**src/hw/rtl/mm3_pkg.sv**
```systemverilog
// Package for the MurmurHash3 x86_32 stream hasher: constants, types and
// small bit helpers shared by the controller, the datapath and the top level.
`timescale 1ns / 1ps
`default_nettype none

package mm3_pkg;

    // Mixing constants.
    localparam logic [31:0] C1     = 32'hcc9e2d51;
    localparam logic [31:0] C2     = 32'h1b873593;
    localparam logic [31:0] MIXADD = 32'he6546b64;
    localparam logic [31:0] F1     = 32'h85ebca6b;
    localparam logic [31:0] F2     = 32'hc2b2ae35;

    // Stream and register port geometry.
    localparam int WORD_W  = 32;
    localparam int CNT_W   = 3;
    localparam int TDATA_W = 40;
    localparam int ADDR_W  = 3;
    localparam int IDX_W   = ADDR_W - 2;

    localparam logic [CNT_W-1:0] FULL_CNT = 3'd4;

    // Register indexes.
    localparam logic [IDX_W-1:0] REG_SEED = 1'b0;

    // Controller states, one-hot.
    typedef enum logic [6:0] {
        ST_IDLE  = 7'b0000001,
        ST_MUL1  = 7'b0000010,
        ST_MUL2  = 7'b0000100,
        ST_MIX   = 7'b0001000,
        ST_FIN   = 7'b0010000,
        ST_FMIX1 = 7'b0100000,
        ST_FMIX2 = 7'b1000000
    } state_t;

    // Controller to datapath commands, one per step.
    typedef struct packed {
        logic load;   // capture a new word
        logic mul1;   // k *= C1
        logic mul2;   // k = rotl(k,15) * C2
        logic mix;    // fold k into running hash, update length
        logic fin;    // x = h ^ len, x ^= x >> 16
        logic fmix1;  // x *= F1, x ^= x >> 13
        logic fmix2;  // x *= F2, x ^= x >> 16, write result register
    } cmd_t;

    // Datapath to controller status.
    typedef struct packed {
        logic last;   // word in flight closes the key
    } status_t;

    function automatic logic [31:0] rotl15(input logic [31:0] x);
        rotl15 = {x[16:0], x[31:17]};
    endfunction

    function automatic logic [31:0] rotl13(input logic [31:0] x);
        rotl13 = {x[18:0], x[31:19]};
    endfunction

    // Keeps the valid low bytes of a tail word.
    function automatic logic [31:0] tail_mask(input logic [CNT_W-1:0] cnt);
        case (cnt)
            3'd0:    tail_mask = 32'h00000000;
            3'd1:    tail_mask = 32'h000000ff;
            3'd2:    tail_mask = 32'h0000ffff;
            3'd3:    tail_mask = 32'h00ffffff;
            default: tail_mask = 32'hffffffff;
        endcase
    endfunction

endpackage

`default_nettype wire

```
**src/hw/rtl/mm3_datapath.sv**
```systemverilog
// Datapath for the MurmurHash3 hasher: seed register, running hash, length,
// work register and one shared 32x32 multiplier. Uses mm3_pkg.
`timescale 1ns / 1ps
`default_nettype none

module mm3_datapath (
    input  wire logic                       aclk,
    input  wire logic                       aresetn,
    input  wire mm3_pkg::cmd_t              cmd,
    input  wire logic [mm3_pkg::WORD_W-1:0] in_word,
    input  wire logic [mm3_pkg::CNT_W-1:0]  in_count,
    input  wire logic                       in_last,
    input  wire logic                       cfg_we,
    input  wire logic [31:0]                cfg_wdata,
    output logic [31:0]                     seed,
    output logic [31:0]                     result,
    output mm3_pkg::status_t                status
);

    logic [31:0]               seed_reg;
    logic [31:0]               hash_reg;
    logic [31:0]               len_reg;
    logic [31:0]               work_reg;
    logic [31:0]               out_reg;
    logic [mm3_pkg::CNT_W-1:0] cnt_reg;
    logic                      last_reg;
    logic                      open_reg;

    logic [mm3_pkg::CNT_W-1:0] cnt_eff;
    logic [31:0]               mul_a;
    logic [31:0]               mul_b;
    logic [31:0]               prod;
    logic [31:0]               mixed;
    logic [31:0]               hash_mix;
    logic [31:0]               fin_x;

    // Short words count as full unless they close the key.
    assign cnt_eff = (!in_last || in_count > mm3_pkg::FULL_CNT) ? mm3_pkg::FULL_CNT : in_count;

    // Shared multiplier operand select.
    always_comb begin
        mul_a = work_reg;
        mul_b = mm3_pkg::C1;
        if (cmd.mul2) begin
            mul_a = mm3_pkg::rotl15(work_reg);
            mul_b = mm3_pkg::C2;
        end else if (cmd.fmix1) begin
            mul_b = mm3_pkg::F1;
        end else if (cmd.fmix2) begin
            mul_b = mm3_pkg::F2;
        end
    end

    assign prod = mul_a * mul_b;

    // Block mix: xor, rotate 13, times 5 plus constant; a tail word is only xored in.
    assign mixed = mm3_pkg::rotl13(hash_reg ^ work_reg);
    assign hash_mix = (cnt_reg == mm3_pkg::FULL_CNT)
                    ? (mixed + {mixed[29:0], 2'b00} + mm3_pkg::MIXADD)
                    : (hash_reg ^ work_reg);
    assign fin_x = hash_reg ^ len_reg;

    always_ff @(posedge aclk) begin
        if (!aresetn) begin
            seed_reg <= '0;
            open_reg <= 1'b0;
        end else begin
            if (cfg_we) begin
                seed_reg <= cfg_wdata;
            end
            if (cmd.load) begin
                open_reg <= 1'b1;
            end else if (cmd.mix && last_reg) begin
                open_reg <= 1'b0;
            end
        end
    end

    always_ff @(posedge aclk) begin
        if (cmd.load) begin
            work_reg <= in_word & mm3_pkg::tail_mask(cnt_eff);
            cnt_reg  <= cnt_eff;
            last_reg <= in_last;
            if (!open_reg) begin
                hash_reg <= seed_reg;
                len_reg  <= '0;
            end
        end
        if (cmd.mul1 || cmd.mul2) begin
            work_reg <= prod;
        end
        if (cmd.mix) begin
            hash_reg <= hash_mix;
            len_reg  <= len_reg + {{(32 - mm3_pkg::CNT_W){1'b0}}, cnt_reg};
        end
        if (cmd.fin) begin
            work_reg <= fin_x ^ {16'h0000, fin_x[31:16]};
        end
        if (cmd.fmix1) begin
            work_reg <= prod ^ {13'h0000, prod[31:13]};
        end
        if (cmd.fmix2) begin
            out_reg <= prod ^ {16'h0000, prod[31:16]};
        end
    end

    assign seed        = seed_reg;
    assign result      = out_reg;
    assign status.last = last_reg;

endmodule

`default_nettype wire

```
**src/hw/rtl/mm3_ctrl.sv**
```systemverilog
// Controller for the MurmurHash3 hasher: step sequencer and result valid flag.
// Uses mm3_pkg; drives mm3_datapath through cmd_t.
`timescale 1ns / 1ps
`default_nettype none

module mm3_ctrl (
    input  wire logic              aclk,
    input  wire logic              aresetn,
    input  wire logic              in_valid,
    output logic                   in_ready,
    output logic                   out_valid,
    input  wire logic              out_ready,
    input  wire mm3_pkg::status_t  status,
    output mm3_pkg::cmd_t          cmd
);

    mm3_pkg::state_t state_reg;
    mm3_pkg::state_t state_next;
    logic            out_valid_reg;
    logic            out_valid_next;
    logic            in_xfer;
    logic            slot_free;

    assign in_ready  = (state_reg == mm3_pkg::ST_IDLE);
    assign in_xfer   = in_valid && in_ready;
    assign slot_free = !out_valid_reg || out_ready;

    always_comb begin
        state_next     = state_reg;
        out_valid_next = out_valid_reg && !out_ready;
        cmd            = '0;
        unique case (state_reg)
            mm3_pkg::ST_IDLE: begin
                if (in_xfer) begin
                    cmd.load   = 1'b1;
                    state_next = mm3_pkg::ST_MUL1;
                end
            end
            mm3_pkg::ST_MUL1: begin
                cmd.mul1   = 1'b1;
                state_next = mm3_pkg::ST_MUL2;
            end
            mm3_pkg::ST_MUL2: begin
                cmd.mul2   = 1'b1;
                state_next = mm3_pkg::ST_MIX;
            end
            mm3_pkg::ST_MIX: begin
                cmd.mix    = 1'b1;
                state_next = status.last ? mm3_pkg::ST_FIN : mm3_pkg::ST_IDLE;
            end
            mm3_pkg::ST_FIN: begin
                cmd.fin    = 1'b1;
                state_next = mm3_pkg::ST_FMIX1;
            end
            mm3_pkg::ST_FMIX1: begin
                cmd.fmix1  = 1'b1;
                state_next = mm3_pkg::ST_FMIX2;
            end
            mm3_pkg::ST_FMIX2: begin
                // hold here until the result register is free
                if (slot_free) begin
                    cmd.fmix2      = 1'b1;
                    out_valid_next = 1'b1;
                    state_next     = mm3_pkg::ST_IDLE;
                end
            end
            default: begin
                state_next = mm3_pkg::ST_IDLE;
            end
        endcase
    end

    always_ff @(posedge aclk) begin
        if (!aresetn) begin
            state_reg     <= mm3_pkg::ST_IDLE;
            out_valid_reg <= 1'b0;
        end else begin
            state_reg     <= state_next;
            out_valid_reg <= out_valid_next;
        end
    end

    assign out_valid = out_valid_reg;

    // An accepted word always starts the multiply sequence.
    a_load_to_mul1: assert property (@(posedge aclk) disable iff (!aresetn)
        in_xfer |=> state_reg == mm3_pkg::ST_MUL1)
        else $error("accepted word did not enter first multiply");

    // A new result only appears after the last finalizer step.
    a_result_source: assert property (@(posedge aclk) disable iff (!aresetn)
        (!out_valid_reg || out_ready) ##1 out_valid_reg
        |-> $past(state_reg == mm3_pkg::ST_FMIX2))
        else $error("result raised outside final step");

    // Finalizer waits while an untaken result occupies the register.
    a_fmix2_stall: assert property (@(posedge aclk) disable iff (!aresetn)
        (state_reg == mm3_pkg::ST_FMIX2 && out_valid_reg && !out_ready)
        |=> state_reg == mm3_pkg::ST_FMIX2 && out_valid_reg)
        else $error("result overwritten before transfer");

    // A word that does not close the key returns straight to idle after mixing.
    a_mix_not_last: assert property (@(posedge aclk) disable iff (!aresetn)
        (state_reg == mm3_pkg::ST_MIX && !status.last) |=> state_reg == mm3_pkg::ST_IDLE)
        else $error("non-final word entered finalizer");

endmodule

`default_nettype wire

```
**src/hw/rtl/murmur3_hash32.sv**
```systemverilog
// Top level of the MurmurHash3 x86_32 stream hasher: stream ports, register
// port decode, mm3_ctrl and mm3_datapath. Uses mm3_pkg.
`timescale 1ns / 1ps
`default_nettype none

// Port group  | Dir | Carries
// ------------+-----+---------------------------------------------------------
// s_t*        | in  | key words: tdata {byte_count[34:32], data_word[31:0]}, tlast
// m_t*        | out | one finished hash per key: tdata {hash_value[31:0]}
// p*          | in  | register port, seed at byte address 0
//
// Steps: a word not closing the key passes transfer, two multiplies and mix
//   before the next tready; the closing word adds the xor-shift and two
//   finalizer multiplies. All multiplies go through one shared 32x32
//   multiplier, one step per cycle unless the last finalizer step stalls.
// Reset: synchronous active-low; seed clears to 0, no key open, no result.
// Stalls: the result sits in an output register, so the next key is taken
//   while it waits; only a second result stalls the last finalizer step.

module murmur3_hash32 (
    input  wire logic                        aclk,
    input  wire logic                        aresetn,
    // input stream
    input  wire logic                        s_tvalid,
    output logic                             s_tready,
    input  wire logic [mm3_pkg::TDATA_W-1:0] s_tdata,  // data_word[31:0], byte_count[34:32], 0
    input  wire logic                        s_tlast,  // last word of the key
    // result stream
    output logic                             m_tvalid,
    input  wire logic                        m_tready,
    output logic [mm3_pkg::WORD_W-1:0]       m_tdata,  // hash_value[31:0]
    // register port
    input  wire logic                        psel,
    input  wire logic                        penable,
    input  wire logic                        pwrite,
    input  wire logic [mm3_pkg::ADDR_W-1:0]  paddr,
    input  wire logic [31:0]                 pwdata,
    output logic [31:0]                      prdata,
    output logic                             pready
);

    mm3_pkg::cmd_t    cmd;
    mm3_pkg::status_t status;
    logic             cfg_we;
    logic [31:0]      seed;
    logic             seed_sel;

    // Register decode: index taken from the word address bits.
    assign pready   = 1'b1;
    assign seed_sel = (paddr[mm3_pkg::ADDR_W-1:2] == mm3_pkg::REG_SEED);
    assign cfg_we   = psel && penable && pwrite && pready && seed_sel;
    assign prdata   = seed_sel ? seed : 32'h00000000;

    mm3_ctrl u_ctrl (
        .aclk      (aclk),
        .aresetn   (aresetn),
        .in_valid  (s_tvalid),
        .in_ready  (s_tready),
        .out_valid (m_tvalid),
        .out_ready (m_tready),
        .status    (status),
        .cmd       (cmd)
    );

    mm3_datapath u_datapath (
        .aclk      (aclk),
        .aresetn   (aresetn),
        .cmd       (cmd),
        .in_word   (s_tdata[mm3_pkg::WORD_W-1:0]),
        .in_count  (s_tdata[mm3_pkg::WORD_W+mm3_pkg::CNT_W-1:mm3_pkg::WORD_W]),
        .in_last   (s_tlast),
        .cfg_we    (cfg_we),
        .cfg_wdata (pwdata),
        .seed      (seed),
        .result    (m_tdata),
        .status    (status)
    );

endmodule

`default_nettype wire
```
**config.mk**
```make
export PLATFORM = sky130hd
export DESIGN_NAME = murmur3_hash32
export DESIGN_NICKNAME = d
export VERILOG_FILES = /design/src/hw/rtl/mm3_pkg.sv /design/src/hw/rtl/mm3_datapath.sv /design/src/hw/rtl/mm3_ctrl.sv /design/src/hw/rtl/murmur3_hash32.sv
export SDC_FILE = /design/constraint.sdc
export NUM_CORES = 2
export LEC_CHECK = 0
export BUFFER_PORTS_ARGS = -buffer_cell sky130_fd_sc_hd__buf_4
export CAP_MARGIN = 20
export CORE_MARGIN = 4
export CORE_UTILIZATION = 35
export DETAILED_ROUTE_END_ITERATION = 16
export PLACE_DENSITY = 0.59
export SYNTH_ARGS = -nofsm -noshare
export SYNTH_HDL_FRONTEND = slang
export SYNTH_SLANG_ARGS = --single-unit
```
**constraint.sdc**
```tcl
create_clock -name aclk -period 13.4 [get_ports aclk]
set_clock_uncertainty 0.05 [all_clocks]
set_input_delay 0 -clock aclk [delete_from_list [all_inputs] [get_ports aclk]]
set_output_delay 0 -clock aclk [all_outputs]
set_load 0.005 [all_outputs]
```
==> metrics.log <==
INFO  metric num_vias = 20400
INFO  metric cts_buffers = 17
INFO  metric floorplan.initialDensity = 0.352
INFO  metric buffer_ports.inserted = 141
INFO  metric critPathBufInv = 9
INFO  metric yosysUniqueCellTypes = 76
INFO  metric globalRouteTotalUtil = 0.224
INFO  metric share_of_layout_cells_above_drive_strength_1 = 0.0754
INFO  metric crit_fanout = 21
INFO  metric route.final.wire_length = 87000 µm
INFO  metric critPathSlowestCell = sky130_fd_sc_hd__fa_1
INFO  metric rows = 99
INFO  metric place_worst_setup_slack = 3270 ps
INFO  metric first_pass_iters = 6
INFO  metric ys_warn_count = 0
INFO  metric crit_start = u_ctrl.state_reg[2]
INFO  metric number_of_enable_flip_flop_cells_after_synthesis = 132
INFO  metric first_global_vias = 20700
INFO  metric num_clock_sinks = 173
INFO  metric timing.final.crit_share = 0.760
INFO  metric grt-ovfl-total = 0
INFO  metric seqCellArea = 4780 µm²
INFO  metric antenna_left = 0
INFO  metric final_period_minus_worst_setup_slack = 10190 ps
INFO  metric clk-insertion-delay-late = 460 ps
INFO  metric report.final.setup_viol = 0
INFO  metric setup_ws = 3210 ps
INFO  metric route.detailed.wl_per_inst = 21.9 µm
INFO  metric post_synth_main_area_contributors = sky130_fd_sc_hd__fa_1, sky130_fd_sc_hd__edfxtp_1, sky130_fd_sc_hd__ha_1, sky130_fd_sc_hd__inv_1, sky130_fd_sc_hd__xnor2_1
INFO  metric core_region_area = 72800 µm²
INFO  metric maximum_number_of_pins_on_one_net_before_global_route_repair = 65
INFO  metric timing_worst_slew_pin_value = 1040 ps
INFO  metric synth.net_count = 3490
INFO  metric h-tree-depth = 4
INFO  metric synth_seq_area_share = 0.186
INFO  metric final_number_of_max_transition_violations = 0
INFO  metric layout.cell_area.non_filler = 29200 µm²
INFO  metric cts-root-to-sink-buffers = 2
INFO  metric detail_route.drc_violations = 0
INFO  metric setup.worst_path.end_class = flip-flop
INFO  metric synth_top_area_share = 0.291
INFO  metric n_antenna_cell = 0
INFO  metric synthMostInstantiatedCell = sky130_fd_sc_hd__inv_1
INFO  metric dp.final_hpwl = 72400 µm
INFO  metric area_occupied_by_multi_input_gates = 18500 µm²
INFO  metric die-area = 77700 µm²
INFO  metric design.portCount = 150
INFO  metric synth_async_sr_flop_share = 0
INFO  metric worst_hold_path_type = input pin to flip-flop
INFO  metric path_class = flip-flop to flip-flop
INFO  metric rsz_0062_raised_after_global_routing = no
INFO  metric cts_root_buffer = sky130_fd_sc_hd__clkbuf_16
INFO  metric fin_tns_setup = 0 ps
INFO  metric post-synth-top-area-cell = sky130_fd_sc_hd__fa_1
INFO  metric yosys-top-cells-count = sky130_fd_sc_hd__inv_1, sky130_fd_sc_hd__fa_1, sky130_fd_sc_hd__nand2_1
INFO  metric min_from = s_tdata[2]
INFO  metric netlist_area = 25700 µm²
INFO  metric ff_to_ff_start = u_ctrl.state_reg[2]
INFO  metric number_of_storage_elements_in_the_synthesis_netlist = 173
INFO  metric vias_per_cell = 5.14
INFO  metric slowest_delay = 570 ps
INFO  metric cts_tree = done
INFO  metric cts_post_setup_buffers_inserted = 0
INFO  metric grt_pass1_wl = 130000 µm
INFO  metric fillerInstances = 7389
INFO  metric final_hold_violating_endpoints = 0
INFO  metric die_width = 279 µm
INFO  metric start_kind = flip-flop
INFO  metric post_synth.cell_area_avg = 9.10 µm²
INFO  metric critical_path_required = 13510 ps
INFO  metric cap_violations = 0
INFO  metric syn-instance-count = 2820
INFO  metric max_freq = 98.2 MHz
INFO  metric synth_flop_cell = sky130_fd_sc_hd__edfxtp_1
INFO  metric critical-path-top-delay-family = adder cells
INFO  metric syn_to_final_growth = 13.8%
INFO  metric final_core_util = 0.401
INFO  metric worst-endpoint-arrival = 10300 ps
INFO  metric placedInstanceArea = 27800 µm²
INFO  metric die-height = 279 µm
INFO  metric timing.slew.headroom = 0.302
INFO  metric antenna_violations_before_repair = 1
INFO  metric run_status = finished clean
INFO  metric worst_setup_hold_path_clk_slew = 70 ps
INFO  metric place.gp.congestion = 0.961
INFO  metric final_nets = 3666
INFO  metric detailedRoute.firstIterationViolations = 1699
==> area by class of cell <==
class / count / area share
tap: 959 / 0.0411
clock inverter: 12 / 0.00321
timing repair buffer: 252 / 0.0726
clock buffer: 20 / 0.0164
multi-input combinational: 2005 / 0.633
sequential: 173 / 0.164
inverter: 547 / 0.0703
==> per-stage QoR <==
step,cells,hold slack [ps]
2_1_floorplan,2820,-19.8
3_3_place_gp,3851,149
3_5_place_dp,3852,152
4_1_cts,3968,4.87
5_1_grt,3968,39.3
6_report,3968,22.1
==> worst register-to-register path: cells and delay by family (launching register included) <==
family | cells | cell delay (ps)
flops | 1 | 490
fa+ha+maj | 8 | 3500
xor+xnor | 8 | 2100
compound gates | 2 | 250
simple gates | 8 | 2210
buf+inv | 9 | 1310
==> worst paths after layout <==
| kind | endpoint | slack (ps) | depth (start not counted) |
|---|---|---|---|
| hold / removal | u_datapath.work_reg[2] | 20 | 5 |
| setup reg to reg | u_datapath.work_reg[31] | 3210 | 35 |
| setup / recovery | u_datapath.work_reg[31] | 3210 | 35 |
| hold reg to reg | u_datapath.open_reg | 460 | 2 |
==> placed cells by master (no fill, tap or decap), drive strengths merged, types with 56 or more instances in the layout <==
cell type and n:
a21o 56, a21oi 118, buf 168, dlygate4sd3 84, edfxtp 132, fa 373
ha 214, inv 555, nand2 292, nand3 70, nor2 210, o21ai 111
xnor2 148, xor2 103
==> routing by layer <==
metal	routed length, µm	GRT usage
met1	35800	0.299
met2	39200	0.353
met3	7220	0.0421
met4	4790	0.106
met5	13	0
==> cells by family (layout without fill, tap and decap cells) <==
family          after synthesis  after routing  synth area share
simple gates                712            712             0.123
buf+inv                     642            831            0.0948
fa+ha+maj                   587            587             0.395
compound gates              438            438             0.107
xor+xnor                    253            253            0.0875
flops                       173            173             0.186
mux                          13             13           0.00512
other cells                   2              2          0.000293
==> repair_timing <==
action / CTS / global route
hold endpoints to repair: 57 / 0
gates resized for setup: 0 / 0
hold buffers: 84 / 0
Power is not shown: default switching activity piles up to over one toggle a cycle in this logic, so the estimate is an artifact.
